### src/hdl/wrxdd_pkg.sv
`default_nettype none

package wrxdd_pkg;

  localparam int unsigned TABLE_ENTRIES = 16;
  localparam int unsigned SLOT_W = (TABLE_ENTRIES > 1) ? $clog2(TABLE_ENTRIES) : 1;
  localparam int unsigned QUEUE_DEPTH = 2;
  localparam int unsigned QPTR_W = $clog2(QUEUE_DEPTH);
  localparam int unsigned QCNT_W = $clog2(QUEUE_DEPTH + 1);

  localparam logic [15:0] SEQ_UNKNOWN = 16'hffff;
  localparam logic [4:0] MAX_FRAGMENTS = 5'd16;

  typedef enum logic [2:0] {
    ACT_SINGLE       = 3'd0,
    ACT_REASSEMBLED  = 3'd1,
    ACT_HELD         = 3'd2,
    ACT_DUPLICATE    = 3'd3,
    ACT_OUT_OF_ORDER = 3'd4,
    ACT_TABLE_FULL   = 3'd5
  } action_e;

  typedef struct packed {
    logic [47:0] addr;
    logic        keyed_qos;
    logic [3:0]  tid;
    logic        dest_group;
    logic [15:0] seq_ctrl;
    logic        retry;
    logic        more;
  } item_t;

endpackage

`default_nettype wire

### src/hdl/wlan_rx_dedup_defrag_filter_core.sv
// Receive duplicate filter and fragment tracker for 802.11 frame headers.
// Request channel: drive the header fields with start_i high; the request is
// taken at a rising edge where busy_o is low. A two-entry queue stores
// classified requests, so busy_o rises only when two requests wait.
// Result channel: result_valid_o is high for exactly one cycle per request,
// with action_o, entry_index_o and fragment_count_o valid in that cycle.
// The receiver cannot stall; results must be taken when shown.
// An accepted request passes through the queue, the table lookup in S_IDLE
// and the entry update in S_UPDATE before its result strobe. The back end
// takes a new request only after the entry update of the last one is done.
// Results come out in request order, one per request.
// Reset (rst_ni low, asynchronous) empties the queue and clears all
// per-originator entry valid bits; the block accepts requests right after.
`default_nettype none

module wlan_rx_dedup_defrag_filter_core
  import wrxdd_pkg::*;
(
  input  wire logic        clk_i,
  input  wire logic        rst_ni,
  input  wire logic        start_i,
  output logic             busy_o,
  input  wire logic [47:0] source_address_i,
  input  wire logic        source_is_group_i,
  input  wire logic        dest_is_group_i,
  input  wire logic        is_qos_data_i,
  input  wire logic [3:0]  traffic_id_i,
  input  wire logic [15:0] sequence_control_i,
  input  wire logic        retry_flag_i,
  input  wire logic        more_fragments_i,
  output logic             result_valid_o,
  output logic [2:0]       action_o,
  output logic [3:0]       entry_index_o,
  output logic [4:0]       fragment_count_o
);

  logic  item_valid;
  item_t item;
  logic  item_pop;

  wrxdd_front u_front (
    .clk_i              (clk_i),
    .rst_ni             (rst_ni),
    .start_i            (start_i),
    .busy_o             (busy_o),
    .source_address_i   (source_address_i),
    .source_is_group_i  (source_is_group_i),
    .dest_is_group_i    (dest_is_group_i),
    .is_qos_data_i      (is_qos_data_i),
    .traffic_id_i       (traffic_id_i),
    .sequence_control_i (sequence_control_i),
    .retry_flag_i       (retry_flag_i),
    .more_fragments_i   (more_fragments_i),
    .item_valid_o       (item_valid),
    .item_o             (item),
    .item_pop_i         (item_pop)
  );

  wrxdd_back u_back (
    .clk_i            (clk_i),
    .rst_ni           (rst_ni),
    .item_valid_i     (item_valid),
    .item_i           (item),
    .item_pop_o       (item_pop),
    .result_valid_o   (result_valid_o),
    .action_o         (action_o),
    .entry_index_o    (entry_index_o),
    .fragment_count_o (fragment_count_o)
  );

endmodule

`default_nettype wire

### src/hdl/wrxdd_front.sv
`default_nettype none

module wrxdd_front
  import wrxdd_pkg::*;
(
  input  wire logic        clk_i,
  input  wire logic        rst_ni,
  input  wire logic        start_i,
  output logic             busy_o,
  input  wire logic [47:0] source_address_i,
  input  wire logic        source_is_group_i,
  input  wire logic        dest_is_group_i,
  input  wire logic        is_qos_data_i,
  input  wire logic [3:0]  traffic_id_i,
  input  wire logic [15:0] sequence_control_i,
  input  wire logic        retry_flag_i,
  input  wire logic        more_fragments_i,
  output logic             item_valid_o,
  output item_t            item_o,
  input  wire logic        item_pop_i
);

  item_t               queue_q [QUEUE_DEPTH];
  logic [QPTR_W-1:0]   wr_ptr_q, wr_ptr_d;
  logic [QPTR_W-1:0]   rd_ptr_q, rd_ptr_d;
  logic [QCNT_W-1:0]   count_q, count_d;
  logic                push;
  logic                pop;
  item_t               req;

  // classify: key by address always, and by TID only for unicast-source QoS data
  always_comb begin
    req.addr       = source_address_i;
    req.keyed_qos  = is_qos_data_i & ~source_is_group_i;
    req.tid        = (is_qos_data_i & ~source_is_group_i) ? traffic_id_i : 4'd0;
    req.dest_group = dest_is_group_i;
    req.seq_ctrl   = sequence_control_i;
    req.retry      = retry_flag_i;
    req.more       = more_fragments_i;
  end

  assign busy_o       = (count_q == QCNT_W'(QUEUE_DEPTH));
  assign push         = start_i & ~busy_o;
  assign item_valid_o = (count_q != '0);
  assign pop          = item_pop_i & item_valid_o;
  assign item_o       = queue_q[rd_ptr_q];

  always_comb begin
    wr_ptr_d = wr_ptr_q;
    rd_ptr_d = rd_ptr_q;
    count_d  = count_q;
    if (push) begin
      wr_ptr_d = (wr_ptr_q == QPTR_W'(QUEUE_DEPTH - 1)) ? '0 : wr_ptr_q + 1'b1;
    end
    if (pop) begin
      rd_ptr_d = (rd_ptr_q == QPTR_W'(QUEUE_DEPTH - 1)) ? '0 : rd_ptr_q + 1'b1;
    end
    if (push && !pop) begin
      count_d = count_q + 1'b1;
    end else if (pop && !push) begin
      count_d = count_q - 1'b1;
    end
  end

  always_ff @(posedge clk_i or negedge rst_ni) begin
    if (!rst_ni) begin
      wr_ptr_q <= '0;
      rd_ptr_q <= '0;
      count_q  <= '0;
    end else begin
      wr_ptr_q <= wr_ptr_d;
      rd_ptr_q <= rd_ptr_d;
      count_q  <= count_d;
    end
  end

  always_ff @(posedge clk_i) begin
    if (push) begin
      queue_q[wr_ptr_q] <= req;
    end
  end

endmodule

`default_nettype wire

### src/hdl/wrxdd_back.sv
`default_nettype none

module wrxdd_back
  import wrxdd_pkg::*;
(
  input  wire logic  clk_i,
  input  wire logic  rst_ni,
  input  wire logic  item_valid_i,
  input  wire item_t item_i,
  output logic       item_pop_o,
  output logic       result_valid_o,
  output logic [2:0] action_o,
  output logic [3:0] entry_index_o,
  output logic [4:0] fragment_count_o
);

  typedef enum logic {
    S_IDLE,
    S_UPDATE
  } state_e;

  state_e             state_q;
  item_t              cur_q;
  logic [SLOT_W-1:0]  slot_q;
  logic               hit_q;
  logic               full_q;

  logic               valid_q   [TABLE_ENTRIES];
  logic [47:0]        addr_q    [TABLE_ENTRIES];
  logic [3:0]         tid_q     [TABLE_ENTRIES];
  logic               qos_q     [TABLE_ENTRIES];
  logic [15:0]        seq_q     [TABLE_ENTRIES];
  logic               known_q   [TABLE_ENTRIES];
  logic               reasm_q   [TABLE_ENTRIES];
  logic [4:0]         held_q    [TABLE_ENTRIES];

  logic               hit;
  logic               free_found;
  logic [SLOT_W-1:0]  hit_slot;
  logic [SLOT_W-1:0]  free_slot;

  logic [15:0]        last_seq;
  logic               last_known;
  logic               reasm;
  logic [4:0]         held;
  logic               in_order;
  logic               rec;
  logic               reasm_n;
  logic [4:0]         held_n;
  action_e            act;
  logic [4:0]         cnt;
  logic [SLOT_W+3:0]  slot_ext;

  // lookup: lowest matching entry, lowest free entry
  always_comb begin
    hit        = 1'b0;
    free_found = 1'b0;
    hit_slot   = '0;
    free_slot  = '0;
    for (int i = TABLE_ENTRIES - 1; i >= 0; i--) begin
      if (valid_q[i] && addr_q[i] == item_i.addr && qos_q[i] == item_i.keyed_qos &&
          tid_q[i] == item_i.tid) begin
        hit      = 1'b1;
        hit_slot = SLOT_W'(i);
      end
      if (!valid_q[i]) begin
        free_found = 1'b1;
        free_slot  = SLOT_W'(i);
      end
    end
  end

  assign item_pop_o = (state_q == S_IDLE) && item_valid_i;

  // update
  always_comb begin
    last_seq   = hit_q ? seq_q[slot_q]   : SEQ_UNKNOWN;
    last_known = hit_q ? known_q[slot_q] : 1'b0;
    reasm      = hit_q ? reasm_q[slot_q] : 1'b0;
    held       = hit_q ? held_q[slot_q]  : 5'd0;
    in_order   = (cur_q.seq_ctrl[15:4] == last_seq[15:4]) &&
                 ({1'b0, cur_q.seq_ctrl[3:0]} == {1'b0, last_seq[3:0]} + 5'd1);
    rec        = 1'b0;
    reasm_n    = reasm;
    held_n     = held;
    act        = ACT_SINGLE;
    cnt        = 5'd1;
    if (full_q) begin
      act = ACT_TABLE_FULL;
      cnt = cur_q.more ? 5'd0 : 5'd1;
    end else if (cur_q.retry && last_known && last_seq == cur_q.seq_ctrl) begin
      act = ACT_DUPLICATE;
      cnt = held;
    end else if (reasm) begin
      if (!in_order) begin
        act = ACT_OUT_OF_ORDER;
        cnt = held;
      end else if (cur_q.more) begin
        held_n = (held < MAX_FRAGMENTS) ? held + 5'd1 : held;
        rec    = 1'b1;
        act    = ACT_HELD;
        cnt    = held_n;
      end else begin
        reasm_n = 1'b0;
        held_n  = 5'd0;
        rec     = 1'b1;
        act     = ACT_REASSEMBLED;
        cnt     = (held < MAX_FRAGMENTS) ? held + 5'd1 : MAX_FRAGMENTS;
      end
    end else if (cur_q.more) begin
      reasm_n = 1'b1;
      held_n  = 5'd1;
      rec     = 1'b1;
      act     = ACT_HELD;
      cnt     = 5'd1;
    end else begin
      rec = ~cur_q.dest_group;
    end
  end

  assign slot_ext = {4'd0, (full_q ? {SLOT_W{1'b0}} : slot_q)};

  always_ff @(posedge clk_i or negedge rst_ni) begin
    if (!rst_ni) begin
      state_q          <= S_IDLE;
      hit_q            <= 1'b0;
      full_q           <= 1'b0;
      slot_q           <= '0;
      result_valid_o   <= 1'b0;
      action_o         <= 3'd0;
      entry_index_o    <= 4'd0;
      fragment_count_o <= 5'd0;
    end else begin
      result_valid_o <= 1'b0;
      unique case (state_q)
        S_IDLE: begin
          if (item_valid_i) begin
            hit_q   <= hit;
            full_q  <= ~hit & ~free_found;
            slot_q  <= hit ? hit_slot : free_slot;
            state_q <= S_UPDATE;
          end
        end
        S_UPDATE: begin
          result_valid_o   <= 1'b1;
          action_o         <= act;
          entry_index_o    <= slot_ext[3:0];
          fragment_count_o <= cnt;
          state_q          <= S_IDLE;
        end
        default: state_q <= S_IDLE;
      endcase
    end
  end

  always_ff @(posedge clk_i) begin
    if (state_q == S_IDLE && item_valid_i) begin
      cur_q <= item_i;
    end
  end

  always_ff @(posedge clk_i or negedge rst_ni) begin
    if (!rst_ni) begin
      for (int i = 0; i < TABLE_ENTRIES; i++) begin
        valid_q[i] <= 1'b0;
      end
    end else if (state_q == S_UPDATE && !full_q) begin
      valid_q[slot_q] <= 1'b1;
    end
  end

  always_ff @(posedge clk_i) begin
    if (state_q == S_UPDATE && !full_q) begin
      addr_q[slot_q]  <= cur_q.addr;
      tid_q[slot_q]   <= cur_q.tid;
      qos_q[slot_q]   <= cur_q.keyed_qos;
      reasm_q[slot_q] <= reasm_n;
      held_q[slot_q]  <= held_n;
      seq_q[slot_q]   <= rec ? cur_q.seq_ctrl : last_seq;
      known_q[slot_q] <= rec | last_known;
    end
  end

endmodule

`default_nettype wire
### config.mk
export PLATFORM = sky130hd
export DESIGN_NAME = wlan_rx_dedup_defrag_filter_core
export DESIGN_NICKNAME = d
export VERILOG_FILES = /design/src/hdl/wrxdd_pkg.sv /design/src/hdl/wlan_rx_dedup_defrag_filter_core.sv /design/src/hdl/wrxdd_front.sv /design/src/hdl/wrxdd_back.sv
export SDC_FILE = /design/constraint.sdc
export NUM_CORES = 2
export LEC_CHECK = 0
export BUFFER_PORTS_ARGS = -buffer_cell sky130_fd_sc_hd__buf_2
export CORE_ASPECT_RATIO = 1.2
export CORE_MARGIN = 2
export CORE_UTILIZATION = 40
export DETAILED_ROUTE_END_ITERATION = 10
export PLACE_DENSITY = 0.63
export SLEW_MARGIN = 10
export SYNTH_ARGS = -nofsm -noshare
export SYNTH_HDL_FRONTEND = slang
export SYNTH_SLANG_ARGS = --single-unit
export TNS_END_PERCENT = 50
### constraint.sdc
create_clock -name clk_i -period 22.3 [get_ports clk_i]
set_input_delay 4.46 -clock clk_i [delete_from_list [all_inputs] [get_ports clk_i]]
set_output_delay 4.46 -clock clk_i [all_outputs]
set_load 0.005 [all_outputs]
==> results.md <==
* Outcome: complete, no violations
* Router iterations before antenna repair at 6
* Number of fill cells at between 10000 and 15000
* Crit end category: flip-flop
* Synth top area share at between 70 and 80%
* DR vias/cell at 5.851
* Layout Nets at between 3000 and 4000
* Async S/R FF share, synth at 2.717%
* First-pass GRT wire length at 255.7 mm
* Clock power share at around a quarter
* Synthesized area at slightly below 60000 µm²
* Crit Path Max Fanout at 28
* Reg2reg path depth at 14
* Total placed cells including tap cells at 5470
* Largest net degree at the start of global routing at 64
* RSZ-0062 raised after global routing: false
* YS warnings at 0
* Critical path launch point: u_front.rd_ptr_q
* Leakage at about 0.021 µW
* Syn Inst Count at 3413
* WL per Instance at between 30 and 40 µm
* Area of the core at roughly 150000 µm²
* Sequential share of the synthesized area at between 70% and 80%
* Worst VDD drop at 0.1351 mV
* Overall Power at 10210 µW
* Hold Crit Start: u_back.cur_q[56]
* Mapped Nets at 3493
* Flop pwr share at between 40% and 50%
* Final hold vios at 0
* Synth cell count leaders: edfxtp_1 (1432), xnor2_1 (561), xor2_1 (204)
* Gr ovfl total at 0
* Initial antenna violation count at 10
* Row count at 155
* Max Cap Viol at 0
* Clock slew at reported path FFs at approximately 0.060 ns
* R2R Setup Slk at 15.02 ns
* Critical path class: flip-flop to flip-flop
* Clock skew after layout at 0.03857 ns
* Worst Max-Slew Pin Slew at 1.375 ns
* Post-DP HPWL at roughly 110 mm
* Die Y at around 430 µm
* Share of cells above drive strength 1 at 16.93%
* Clock Latency Late Sink at 0.79 ns
* Starting Density at 40.17%
* DRT iter0 DRCs at 4671
* Slew Viols, Final at 0
* Setup tns final at 0 ns
* Post-synth top flop: edfxtp_1
* Clock Tree Root: clkbuf_16
* Resize count post-CTS at 0
* HP Class: flip-flop to flip-flop
* Critical Path Source Type: flip-flop
* Sw Pwr at around 3800 µW
* EDFF count, synth at 1432
* Via count at 33610
* CP arrival at 7.93 ns
* Critical Path RT at 22.96 ns
* CTS tree: done
* Die footprint at between 150000 and 200000 µm²
* Post-CTS Hold Buffers at 0
* Sw frac at 36.95%
* Clk sink count at around 1500
* Post-route minimum period at 7.277 ns
* Crit Reg-Reg Startpoint: u_front.rd_ptr_q
* PortBufs at 89
* DRT antenna net count at 0
* Clock buffer count from CTS at 151
* Fin cells at approximately 5700
* Synth unique cells at 73
* GRT Total Usage at 24.46%
* H-tree levels at 4
* Die width at 356.1 µm
* Cell area power density at between 100 and 150 nW/µm²
* Area grow syn2layout at 14.77%
* P_int at 6438 µW
* Reg2reg end: u_back.slot_q[0]
* Setup Viol. Count Final at 0
* Gpl congestion at 0.9654
* Synth area leader: edfxtp_1
* Register bit total from synthesis at roughly 1500
* Post-CTS Setup Inserts at 0
* Final core utilization at about 46%
* Hold path depth at 0
* Post-Syn Area per Cell at 17.44 µm²
* Slew HR at 8.356%
* Logic pwr share at 32.4%
* Vias in the first global route at approximately 32000
* Dominant cell by count in the synthesized netlist: edfxtp_1
* Maximum clock insertion buffer count at 3
* Drt total wl at 186.5 mm
* Residual DRC at 0
* Tcrit/Tclk final at 32.63%
* Top post-synthesis cells by area: edfxtp_1 (72%), xnor2_1 (8.3%), mux4_2 (3.5%)
* Ports at 90
* Hold Path End: u_back.addr_q[6][32]
* Fmax at 137.4 MHz
worst max-delay path by stage:
stage                               endpoint  slack, ns  cells after the start
after detailed placement    u_back.slot_q[0]      15.20                     14
after global placement      u_back.slot_q[0]      15.24                     14
after floorplan           u_back.valid_q[13]      13.81                     11
after CTS                   u_back.slot_q[0]      15.18                     14
after global routing        u_back.slot_q[0]      14.99                     14
final                       u_back.slot_q[0]      15.02                     14
worst max-delay path, cell delays in order (launching register included):
cell and delay (ns):
dfrtp_4 0.74, buf_4 0.81, buf_4 0.85, mux2i_4 0.72, buf_4 0.41, xor2_1 0.26
nand3_1 0.11, nor4_1 0.77, nand4_1 0.54, nor3_1 0.79, nor2_1 0.11, and4b_1 0.31
nand3_1 0.13, a31oi_1 0.08, or2_2 0.33
flip-flops by register name (all words and copies together), names as in the netlist, 2 cells and up:
| signal | flops |
|---|---|
| u_back.action_o | 3 |
| u_back.addr_q | 768 |
| u_back.cur_q | 72 |
| u_back.entry_index_o | 4 |
| u_back.fragment_count_o | 5 |
| u_back.held_q | 80 |
| u_back.known_q | 16 |
| u_back.qos_q | 16 |
| u_back.reasm_q | 16 |
| u_back.seq_q | 256 |
| u_back.slot_q | 4 |
| u_back.tid_q | 64 |
| u_back.valid_q | 16 |
| u_front.count_q | 2 |
| u_front.queue_q | 144 |
per-stage QoR:
stage	worst slack (ns)	hold WS [ns]	cell area (µm²)
after floorplan	13.81	0.3721	59520
after global placement	15.24	0.4316	63460
after detailed placement	15.20	0.4425	63490
after CTS	15.18	0.4564	68300
after global routing	14.99	0.4708	68300
final	15.02	0.4502	68310
kinds of logic after synthesis:
| kind of cell | Yosys count | synth area share (%) |
|---|---|---|
| AO/OA/AOI/OAI | 242 | 2.840 |
| XOR/XNOR | 766 | 11.30 |
| adder cells (fa/ha/maj) | 4 | 0.08410 |
| buffers and inverters | 199 | 1.469 |
| flip-flops | 1472 | 73.93 |
| multiplexers | 186 | 5.344 |
| AND/OR/NAND/NOR | 544 | 5.031 |
final cells by class:
class / instances / area (µm²) / area share, %
Sequential cell: 1472 / 44010 / 64.44
Multi-Input combinational cell: 1742 / 15310 / 22.42
Clock buffer: 201 / 4197 / 6.144
Tap cell: 1962 / 2455 / 3.594
Timing Repair Buffer: 219 / 1436 / 2.103
Clock inverter: 72 / 605.6 / 0.8866
Inverter: 75 / 284.0 / 0.4158
Antenna cell: 1 / 2.502 / 0.003664
power groups by stage:
stage / Clock [µW] / Sequential [µW] / Combinational, µW
floorplan: 0 / 4270 / 1850
global placement: 0 / 4460 / 3210
detailed placement: 0 / 4470 / 3270
CTS: 2500 / 4420 / 3280
global route: 2610 / 4450 / 3440
finish: 2480 / 4420 / 3300
metal layers:
layer / track usage, % / share of wire, % / routed length (µm)
met4: 11.36 / 5.2 / 9618
met2: 40.13 / 48 / 89770
met5: 0 / 0.012 / 23
met3: 3.944 / 9.5 / 17760
met1: 31.93 / 37 / 69370
placed cells by master (no fill, tap or decap), types with 18 or more instances in the layout:
master / n
a21oi_1: 33
a22o_1: 22
a22oi_1: 19
a31oi_1: 18
buf_2: 89
buf_4: 128
clkbuf_1: 36
clkbuf_16: 159
clkinv_1: 33
clkinv_2: 21
dfrtp_1: 36
edfxtp_1: 1432
inv_1: 73
mux2_2: 23
mux2i_4: 52
mux4_2: 93
nand2_1: 65
nand3_1: 24
nand4_1: 96
nor2_1: 87
nor4_1: 160
o21ai_0: 36
o22ai_1: 21
xnor2_1: 561
xor2_1: 204
No activity file was read; power rests on OpenSTA's default activity.
